### src/rtl/stt_pkg.sv
// Shared types and constants for the system tick timer.
`timescale 1ns / 1ps

package stt_pkg;

  // Default build values
  localparam int unsigned DefCounterWidth    = 24;
  localparam int unsigned DefPrescaleDivisor = 8;

  // Control register bit positions
  localparam int unsigned CtrlEnableBit = 0;
  localparam int unsigned CtrlIntBit    = 1;
  localparam int unsigned CtrlClksrcBit = 2;
  localparam int unsigned CtrlFlagPos   = 16;

  // Request kinds
  typedef enum logic [1:0] {
    OP_TICK  = 2'd0,
    OP_READ  = 2'd1,
    OP_WRITE = 2'd2
  } stt_op_e;

  // Register map
  typedef enum logic [1:0] {
    REG_CTRL    = 2'd0,
    REG_RELOAD  = 2'd1,
    REG_VALUE   = 2'd2,
    REG_ELAPSED = 2'd3
  } stt_reg_e;

  typedef struct packed {
    stt_op_e     op;
    stt_reg_e    reg_index;
    logic [31:0] write_data;
  } stt_req_t;

  typedef struct packed {
    logic [31:0] read_data;
    logic        irq_pulse;
    logic        running;
  } stt_rsp_t;

endpackage

### src/rtl/stt_engine.sv
// Timer state and single-pass request processing for the system tick timer.
`timescale 1ns / 1ps

module stt_engine #(
  parameter int unsigned COUNTER_WIDTH    = stt_pkg::DefCounterWidth,
  parameter int unsigned PRESCALE_DIVISOR = stt_pkg::DefPrescaleDivisor
) (
  input  logic             clk_i,
  input  logic             rst_ni,
  input  logic             one_shot_i,
  input  logic             step_i,
  input  stt_pkg::stt_req_t req_i,
  output stt_pkg::stt_rsp_t rsp_o
);
  import stt_pkg::*;

  localparam int unsigned PsWidth = $clog2(PRESCALE_DIVISOR);
  localparam logic [PsWidth-1:0] PsLast = PsWidth'(PRESCALE_DIVISOR - 1);

  logic                     en_q, en_d;
  logic                     ie_q, ie_d;
  logic                     fr_q, fr_d;
  logic                     flag_q, flag_d;
  logic [COUNTER_WIDTH-1:0] reload_q, reload_d;
  logic [COUNTER_WIDTH-1:0] cur_q, cur_d;
  logic [PsWidth-1:0]       ps_q, ps_d;
  logic [COUNTER_WIDTH-1:0] cur_dec;
  logic                     count_now;
  logic                     expire;

  // Decide whether this tick reaches the down counter
  assign count_now = en_q && (fr_q || (ps_q == PsLast));
  assign cur_dec   = cur_q - COUNTER_WIDTH'(1);
  assign expire    = (req_i.op == OP_TICK) && count_now &&
                     (cur_q != '0) && (cur_dec == '0);

  // Apply one request to the timer state and form its response
  always_comb begin
    en_d     = en_q;
    ie_d     = ie_q;
    fr_d     = fr_q;
    flag_d   = flag_q;
    reload_d = reload_q;
    cur_d    = cur_q;
    ps_d     = ps_q;
    rsp_o.read_data = '0;
    rsp_o.irq_pulse = 1'b0;

    case (req_i.op)
      OP_TICK: begin
        if (en_q) begin
          if (!fr_q) begin
            ps_d = (ps_q == PsLast) ? '0 : ps_q + PsWidth'(1);
          end
          if (count_now) begin
            if (cur_q == '0) begin
              cur_d = reload_q;
            end else if (cur_dec != '0) begin
              cur_d = cur_dec;
            end else begin
              cur_d           = '0;
              flag_d          = 1'b1;
              rsp_o.irq_pulse = ie_q;
              if (one_shot_i) begin
                en_d     = 1'b0;
                ie_d     = 1'b0;
                reload_d = '0;
              end
            end
          end
        end
      end
      OP_READ: begin
        unique case (req_i.reg_index)
          REG_CTRL: begin
            rsp_o.read_data[CtrlEnableBit] = en_q;
            rsp_o.read_data[CtrlIntBit]    = ie_q;
            rsp_o.read_data[CtrlClksrcBit] = fr_q;
            rsp_o.read_data[CtrlFlagPos]   = flag_q;
            flag_d = 1'b0;
          end
          REG_RELOAD:  rsp_o.read_data = 32'(reload_q);
          REG_VALUE:   rsp_o.read_data = 32'(cur_q);
          REG_ELAPSED: rsp_o.read_data = 32'(reload_q) - 32'(cur_q);
          default:     rsp_o.read_data = '0;
        endcase
      end
      OP_WRITE: begin
        unique case (req_i.reg_index)
          REG_CTRL: begin
            en_d = req_i.write_data[CtrlEnableBit];
            ie_d = req_i.write_data[CtrlIntBit];
            fr_d = req_i.write_data[CtrlClksrcBit];
          end
          REG_RELOAD: reload_d = req_i.write_data[COUNTER_WIDTH-1:0];
          REG_VALUE: begin
            cur_d  = '0;
            flag_d = 1'b0;
          end
          default: ;
        endcase
      end
      default: ;
    endcase

    rsp_o.running = en_d;
  end

  // Commit state only when a request advances
  always_ff @(posedge clk_i or negedge rst_ni) begin
    if (!rst_ni) begin
      en_q     <= 1'b0;
      ie_q     <= 1'b0;
      fr_q     <= 1'b0;
      flag_q   <= 1'b0;
      reload_q <= '0;
      cur_q    <= '0;
      ps_q     <= '0;
    end else if (step_i) begin
      en_q     <= en_d;
      ie_q     <= ie_d;
      fr_q     <= fr_d;
      flag_q   <= flag_d;
      reload_q <= reload_d;
      cur_q    <= cur_d;
      ps_q     <= ps_d;
    end
  end

  // An interrupt pulse needs the interrupt enabled
  assert property (@(posedge clk_i) disable iff (!rst_ni)
    rsp_o.irq_pulse |-> ie_q)
    else $error("irq pulse without interrupt enable");

  // One-shot expiry stops and clears the counter
  assert property (@(posedge clk_i) disable iff (!rst_ni)
    (step_i && expire && one_shot_i) |=> (!en_q && !ie_q && reload_q == '0 && cur_q == '0))
    else $error("one-shot expiry did not stop the timer");

  // Expiry always raises the count flag
  assert property (@(posedge clk_i) disable iff (!rst_ni)
    (step_i && expire) |=> flag_q)
    else $error("expiry did not set the count flag");

  // State holds while no request advances
  assert property (@(posedge clk_i) disable iff (!rst_ni)
    !step_i |=> ($stable(cur_q) && $stable(en_q) && $stable(ps_q)))
    else $error("timer state changed without a request");

  // Prescaler stays within its divisor
  assert property (@(posedge clk_i) disable iff (!rst_ni)
    ps_q <= PsLast)
    else $error("prescaler out of range");

endmodule

### src/rtl/system_tick_timer_core.sv
// Top level of the system tick timer: stream channels, request and result registers.
`timescale 1ns / 1ps
//
// Down-counting tick timer with control, reload, current value and elapsed
// registers. Every request on the slave stream is a clock tick, a register
// read or a register write (tuser: op, then register index); tdata carries
// the write data. Every request gives exactly one result on the master
// stream: read data in tdata[31:0], the interrupt pulse at bit 32 and the
// counter enable at bit 33.
// A request is held in the request register, is processed in one pass and
// lands in the result register. One request is accepted every cycle while
// the result side drains; the single result register sets that rate.
// When the receiver stalls, the result holds and the request register
// fills; tready then drops until the result is taken.
// The one-shot mode bit is written through cfg_we_i / cfg_wdata_i; the user
// must do so only while no request is in flight (not enforced here). Reset
// clears all timer state, the mode bit and the valid bits of both registers.
//
module system_tick_timer_core #(
  parameter int unsigned COUNTER_WIDTH    = stt_pkg::DefCounterWidth,
  parameter int unsigned PRESCALE_DIVISOR = stt_pkg::DefPrescaleDivisor
) (
  input  logic        clk_i,
  input  logic        rst_ni,
  input  logic        cfg_we_i,
  input  logic        cfg_wdata_i,      // one_shot_mode
  input  logic        s_axis_tvalid_i,
  output logic        s_axis_tready_o,
  input  logic [31:0] s_axis_tdata_i,   // [31:0] write_data
  input  logic [3:0]  s_axis_tuser_i,   // [1:0] op, [3:2] reg_index
  output logic        m_axis_tvalid_o,
  input  logic        m_axis_tready_i,
  output logic [39:0] m_axis_tdata_o    // [31:0] read_data, [32] irq_pulse, [33] running
);
  import stt_pkg::*;

  logic     one_shot_q;
  logic     in_valid_q;
  stt_req_t req_q;
  logic     out_valid_q;
  stt_rsp_t rsp_q;
  stt_rsp_t rsp;
  logic     advance;
  logic     s_accept;

  assign advance         = in_valid_q && (!out_valid_q || m_axis_tready_i);
  assign s_axis_tready_o = !in_valid_q || advance;
  assign s_accept        = s_axis_tvalid_i && s_axis_tready_o;

  // Hold the mode bit
  always_ff @(posedge clk_i or negedge rst_ni) begin
    if (!rst_ni) begin
      one_shot_q <= 1'b0;
    end else if (cfg_we_i) begin
      one_shot_q <= cfg_wdata_i;
    end
  end

  // Capture the incoming request
  always_ff @(posedge clk_i or negedge rst_ni) begin
    if (!rst_ni) begin
      in_valid_q <= 1'b0;
    end else if (s_axis_tready_o) begin
      in_valid_q <= s_axis_tvalid_i;
    end
  end

  always_ff @(posedge clk_i) begin
    if (s_accept) begin
      req_q.op         <= stt_op_e'(s_axis_tuser_i[1:0]);
      req_q.reg_index  <= stt_reg_e'(s_axis_tuser_i[3:2]);
      req_q.write_data <= s_axis_tdata_i;
    end
  end

  stt_engine #(
    .COUNTER_WIDTH    (COUNTER_WIDTH),
    .PRESCALE_DIVISOR (PRESCALE_DIVISOR)
  ) u_engine (
    .clk_i      (clk_i),
    .rst_ni     (rst_ni),
    .one_shot_i (one_shot_q),
    .step_i     (advance),
    .req_i      (req_q),
    .rsp_o      (rsp)
  );

  // Load the result register, drop it once taken
  always_ff @(posedge clk_i or negedge rst_ni) begin
    if (!rst_ni) begin
      out_valid_q <= 1'b0;
    end else if (advance) begin
      out_valid_q <= 1'b1;
    end else if (m_axis_tready_i) begin
      out_valid_q <= 1'b0;
    end
  end

  always_ff @(posedge clk_i) begin
    if (advance) begin
      rsp_q <= rsp;
    end
  end

  assign m_axis_tvalid_o = out_valid_q;
  assign m_axis_tdata_o  = {6'b0, rsp_q.running, rsp_q.irq_pulse, rsp_q.read_data};

  // A waiting request is never lost while the result side stalls
  assert property (@(posedge clk_i) disable iff (!rst_ni)
    (in_valid_q && !advance) |=> (in_valid_q && $stable(req_q)))
    else $error("pending request lost");

  // A stalled result is not overwritten
  assert property (@(posedge clk_i) disable iff (!rst_ni)
    (out_valid_q && !m_axis_tready_i) |-> !advance)
    else $error("result overwritten while stalled");

  // Acceptance with a full request register only when it drains
  assert property (@(posedge clk_i) disable iff (!rst_ni)
    (s_accept && in_valid_q) |-> advance)
    else $error("request accepted over a held request");

endmodule
### config.mk
export PLATFORM = sky130hd
export DESIGN_NAME = system_tick_timer_core
export DESIGN_NICKNAME = d
export VERILOG_FILES = /design/src/rtl/stt_pkg.sv /design/src/rtl/stt_engine.sv /design/src/rtl/system_tick_timer_core.sv
export SDC_FILE = /design/constraint.sdc
export NUM_CORES = 1
export LEC_CHECK = 0
export ABC_CLOCK_PERIOD_IN_PS = 8750
export BUFFER_PORTS_ARGS = -buffer_cell sky130_fd_sc_hd__buf_2
export CAP_MARGIN = 15
export CORE_UTILIZATION = 44
export CTS_BUF_LIST = sky130_fd_sc_hd__clkbuf_4 sky130_fd_sc_hd__clkbuf_8 sky130_fd_sc_hd__clkbuf_16
export DETAILED_ROUTE_END_ITERATION = 10
export HOLD_SLACK_MARGIN = 0.05
export PLACE_DENSITY = 0.59
export SYNTH_ARGS = -nofsm -noshare
export SYNTH_HDL_FRONTEND = slang
export SYNTH_SLANG_ARGS = --single-unit
### constraint.sdc
create_clock -name clk_i -period 8.75 [get_ports clk_i]
set_input_delay 1.75 -clock clk_i [delete_from_list [all_inputs] [get_ports clk_i]]
set_output_delay 1.75 -clock clk_i [all_outputs]
set_load 0.005 [all_outputs]
==> flow_summary.toml <==
[sta]
min_period_over_period_pct = 45.6
least_margin_pin_slew_ns = 0.959
postLayoutSetupSlackWorst_ns = 4.76
setup-violations-final = 0
slew_headroom_pct = 36.1
period_needed_ns = 3.99
fin_worst_skew_ns = 0.00655
report.final.slew_viol_count = 0
report.final.hold_viol_count = 0
setup-tns-final_ns = 0
rsz0062_at_grt = "no"
maxClockFrequency_mhz = 251

[layout]
area_growth_pct = 13.7
final-instance-count-excl-fill = 1010
final_net_count = 856
layout.filler_cells = 1490
layout-drive-gt1-share_pct = 18.3
insertedDiodeCount = 0

[synthesis]
post_syn_area_mm2 = 0.00716
synth.largest_area_cell = "sky130_fd_sc_hd__edfxtp_1"
yosysSeqAreaShare_pct = 43.3
yosys.cell_types.count = 80
synth_top_area_share_pct = 23.1
synth-edff-count = 55
synthesis.area_per_instance_um2 = 9.82
synthArstFlopShare_pct = 51.3
yosys_register_bits = 113
yosys-top-cells-area = "sky130_fd_sc_hd__edfxtp_1 (23%), sky130_fd_sc_hd__dfrtp_1 (20%), sky130_fd_sc_hd__ha_1 (5.6%), sky130_fd_sc_hd__o21ai_0 (3.1%), sky130_fd_sc_hd__nand2_1 (3.0%)"
yosysWarningCount = 0
dominantRegCellSynth = "sky130_fd_sc_hd__dfrtp_1"
synth_cells = 729

[die]
dieArea_mm2 = 0.0168
dieHeight_um = 130
die_w_um = 130
initial_core_util_pct = 45.1
rows = 46
io_pins = 84
coreArea_mm2 = 0.0159

[place]
gp_routability_congestion = 0.871
place.detailed.instances = 978
port_buffers = 69
place_ws_ns = 4.32
dp_hpwl_um = 13000

[drt]
final_antenna_net_count = 0
routed_wire_length_per_instance_um = 18.2
via_per_inst = 5.85
detail_route.wirelength_um = 18400
drt-pass1-iter-count = 5
drc = 0
routed-via-count = 5910
drt_first_iter_violations = 436

[global_routing]
antenna_violations_before_repair = 0
grt_start_max_net_pins = 59
grtUsageTotal_pct = 23.4
grt-ovfl-total = 0
vias_in_the_first_global_route = 5553
grt_first_pass_wirelength_um = 29600

[setup_path]
worst-setup-path-type = "reg -> reg"
setup.worst_path.start_class = "flip-flop"
crit_path_end_kind = "flip-flop"
critical_path.max_fanout = 13
cp_data_required_time_ns = 9.10
cp_data_arrival_time_ns = 4.34

[job]
drv_cap = 0

[power]
power.total_uw = 2090
power.density_cell_area_mw_per_mm2 = 257
vdd.ir_drop.worst_uv = 148
static-leakage-power_uw = 0.00342

[worst_hold_path]
hold_path.class = "reg -> reg"

[clock_tree]
cts_post_setup_buffers_inserted = 0
tritoncts = "done"
inserted_clock_buffers = 17
cts-root-buf = "sky130_fd_sc_hd__clkbuf_16"
cts-htree-levels = 4
clock_sink_count = 113
clock_transition_time_at_the_flip_flop_clock_pins_of_the_worst_setup_and_hold_paths_ns = 0.06
cts_hold_repair.buffers = 0
clock_latency_ns = 0.42
clockBufferDepth = 2
cts-resized-gates = 0

[run_status]
run_status = "completed"
-- where the power goes --
part | internal [uW] | switching [uW]
clock | 419 | 250
sequential | 635 | 94.1
combinational | 297 | 392
total | 1350 | 736
-- final cells by class --
type	count	area (um^2)	area share (%)
tap	216	270	3.32
clock buffer	18	433	5.32
inverter	40	150	1.85
timing repair buffer	77	405	4.98
sequential	113	3100	38.1
clock inverter	14	141	1.74
multi-input combinational	532	3630	44.7
-- critical path, stage by stage, from the launching register on --
cell                      delay [ns]
sky130_fd_sc_hd__dfrtp_1        0.47
sky130_fd_sc_hd__inv_1          0.20
sky130_fd_sc_hd__ha_1           0.29
sky130_fd_sc_hd__nor3b_4        0.42
sky130_fd_sc_hd__nand2_1        0.36
sky130_fd_sc_hd__or3_4          0.51
sky130_fd_sc_hd__mux2_2         0.27
sky130_fd_sc_hd__o21ai_1        0.27
sky130_fd_sc_hd__nand3_1        0.14
sky130_fd_sc_hd__a21oi_2        0.50
sky130_fd_sc_hd__buf_4          0.34
sky130_fd_sc_hd__a22o_1         0.16
-- placed cells by master, fill, tap and decap left out, types with 4 or more instances in the layout --
cell type                   synthesis  routed
sky130_fd_sc_hd__nor3b_1            7       7
sky130_fd_sc_hd__mux2i_1            4       4
sky130_fd_sc_hd__a21o_1            13      13
sky130_fd_sc_hd__nor2b_1            8       7
sky130_fd_sc_hd__a22o_2             4       4
sky130_fd_sc_hd__nor4_1             6       6
sky130_fd_sc_hd__clkbuf_16          0      17
sky130_fd_sc_hd__clkinv_2           0       4
sky130_fd_sc_hd__conb_1             1       6
sky130_fd_sc_hd__a31oi_1           12      12
sky130_fd_sc_hd__and2_1             8       8
sky130_fd_sc_hd__buf_2              3      69
sky130_fd_sc_hd__or4_1              4       4
sky130_fd_sc_hd__xor2_1             5       5
sky130_fd_sc_hd__nand2_1           57      57
sky130_fd_sc_hd__or3_1              6       6
sky130_fd_sc_hd__nand2b_1           6       6
sky130_fd_sc_hd__a211oi_1           9       9
sky130_fd_sc_hd__a22oi_1           17      17
sky130_fd_sc_hd__xnor2_1           10      10
sky130_fd_sc_hd__inv_1             39      39
sky130_fd_sc_hd__a22o_1            24      24
sky130_fd_sc_hd__o21a_1            11      11
sky130_fd_sc_hd__edfxtp_1          55      55
sky130_fd_sc_hd__nand3_1           28      28
sky130_fd_sc_hd__mux2_2             6       6
sky130_fd_sc_hd__and3_1             8       8
sky130_fd_sc_hd__o31ai_1            6       6
sky130_fd_sc_hd__o211ai_1           7       7
sky130_fd_sc_hd__ha_1              32      32
sky130_fd_sc_hd__buf_4             14       8
sky130_fd_sc_hd__dfrtp_1           58      58
sky130_fd_sc_hd__a21boi_0           6       6
sky130_fd_sc_hd__nor3_1            29      29
sky130_fd_sc_hd__nor2_1            47      47
sky130_fd_sc_hd__a21oi_1           35      35
sky130_fd_sc_hd__o21ai_0           45      45
sky130_fd_sc_hd__nand4_1            9       9
-- worst paths after layout --
kind                                                from                                 to  slack, ns  depth (start not counted)
setup / recovery           u_engine.cur_q[1]$_DFFE_PN0P_   u_engine.reload_q[6]$_DFFE_PN0P_       4.76                         11
hold / removal                       req_q[12]$_DFFE_PP_  u_engine.reload_q[12]$_DFFE_PN0P_       0.46                          1
setup reg to reg           u_engine.cur_q[1]$_DFFE_PN0P_   u_engine.reload_q[6]$_DFFE_PN0P_       4.76                         11
hold reg to reg                      req_q[12]$_DFFE_PP_  u_engine.reload_q[12]$_DFFE_PN0P_       0.46                          1
max in group asynchronous                         rst_ni  u_engine.reload_q[13]$_DFFE_PN0P_       6.71                          2
min in group asynchronous                         rst_ni   u_engine.reload_q[3]$_DFFE_PN0P_       1.49                          2
-- cell usage after synthesis, drive strengths merged (5+ instances only) --
| cell type | count |
|---|---|
| a211oi | 9 |
| a21boi | 6 |
| a21o | 13 |
| a21oi | 36 |
| a22o | 29 |
| a22oi | 17 |
| a31oi | 12 |
| and2 | 10 |
| and3 | 10 |
| buf | 26 |
| clkbuf | 23 |
| dfrtp | 58 |
| edfxtp | 55 |
| ha | 32 |
| inv | 39 |
| mux2 | 6 |
| nand2 | 58 |
| nand2b | 6 |
| nand3 | 28 |
| nand4 | 10 |
| nor2 | 48 |
| nor2b | 8 |
| nor3 | 30 |
| nor3b | 8 |
| nor4 | 10 |
| o211ai | 7 |
| o21a | 11 |
| o21ai | 48 |
| o31ai | 7 |
| or3 | 8 |
| xnor2 | 10 |
| xor2 | 5 |
-- per-stage QoR --
stage                     utilization, %  instance area, um^2  hold slack, ns
after floorplan                        -                 7180           0.443
after global placement              47.6                 7560           0.449
after detailed placement            47.6                 7560           0.448
after CTS                           51.2                 8140           0.459
after global routing                51.2                 8140           0.480
final                               51.2                 8140           0.460
-- routing by layer --
| metal | vias to the layer above | track usage (%) | share of wire (%) |
|---|---|---|---|
| li1 | 2817 | - | - |
| met1 | 2863 | 33.0 | 47 |
| met2 | 198 | 35.9 | 45 |
| met3 | 32 | 3.92 | 5.0 |
| met4 | 0 | 9.58 | 2.5 |
| met5 | - | 0 | 0 |
-- cell families (layout without fill, tap and decap cells) --
kind of cell             count (synthesis)  count (layout)  share of synthesized area, %
AND/OR/NAND/NOR                        248             248                          19.0
multiplexers                            14              14                          2.81
AO/OA/AOI/OAI                          216             216                          20.9
buffers and inverters                   89             149                          6.19
adder cells (fa/ha/maj)                 33              33                          5.87
XOR/XNOR                                15              15                          1.84
other                                    1               6                        0.0524
flip-flops                             113             113                          43.3
-- sequential cells by signal, indices dropped and copies added (netlist names) --
signal and flops:
u_engine.cur_q 24, req_q 28, u_engine.fr_q 1, m_axis_tdata_o 27, u_engine.en_q 1, one_shot_q 1, u_engine.ps_q 3, u_engine.reload_q 24
u_engine.flag_q 1, m_axis_tvalid_o 1, u_engine.ie_q 1, in_valid_q 1
(Power assumes the default switching activity.)
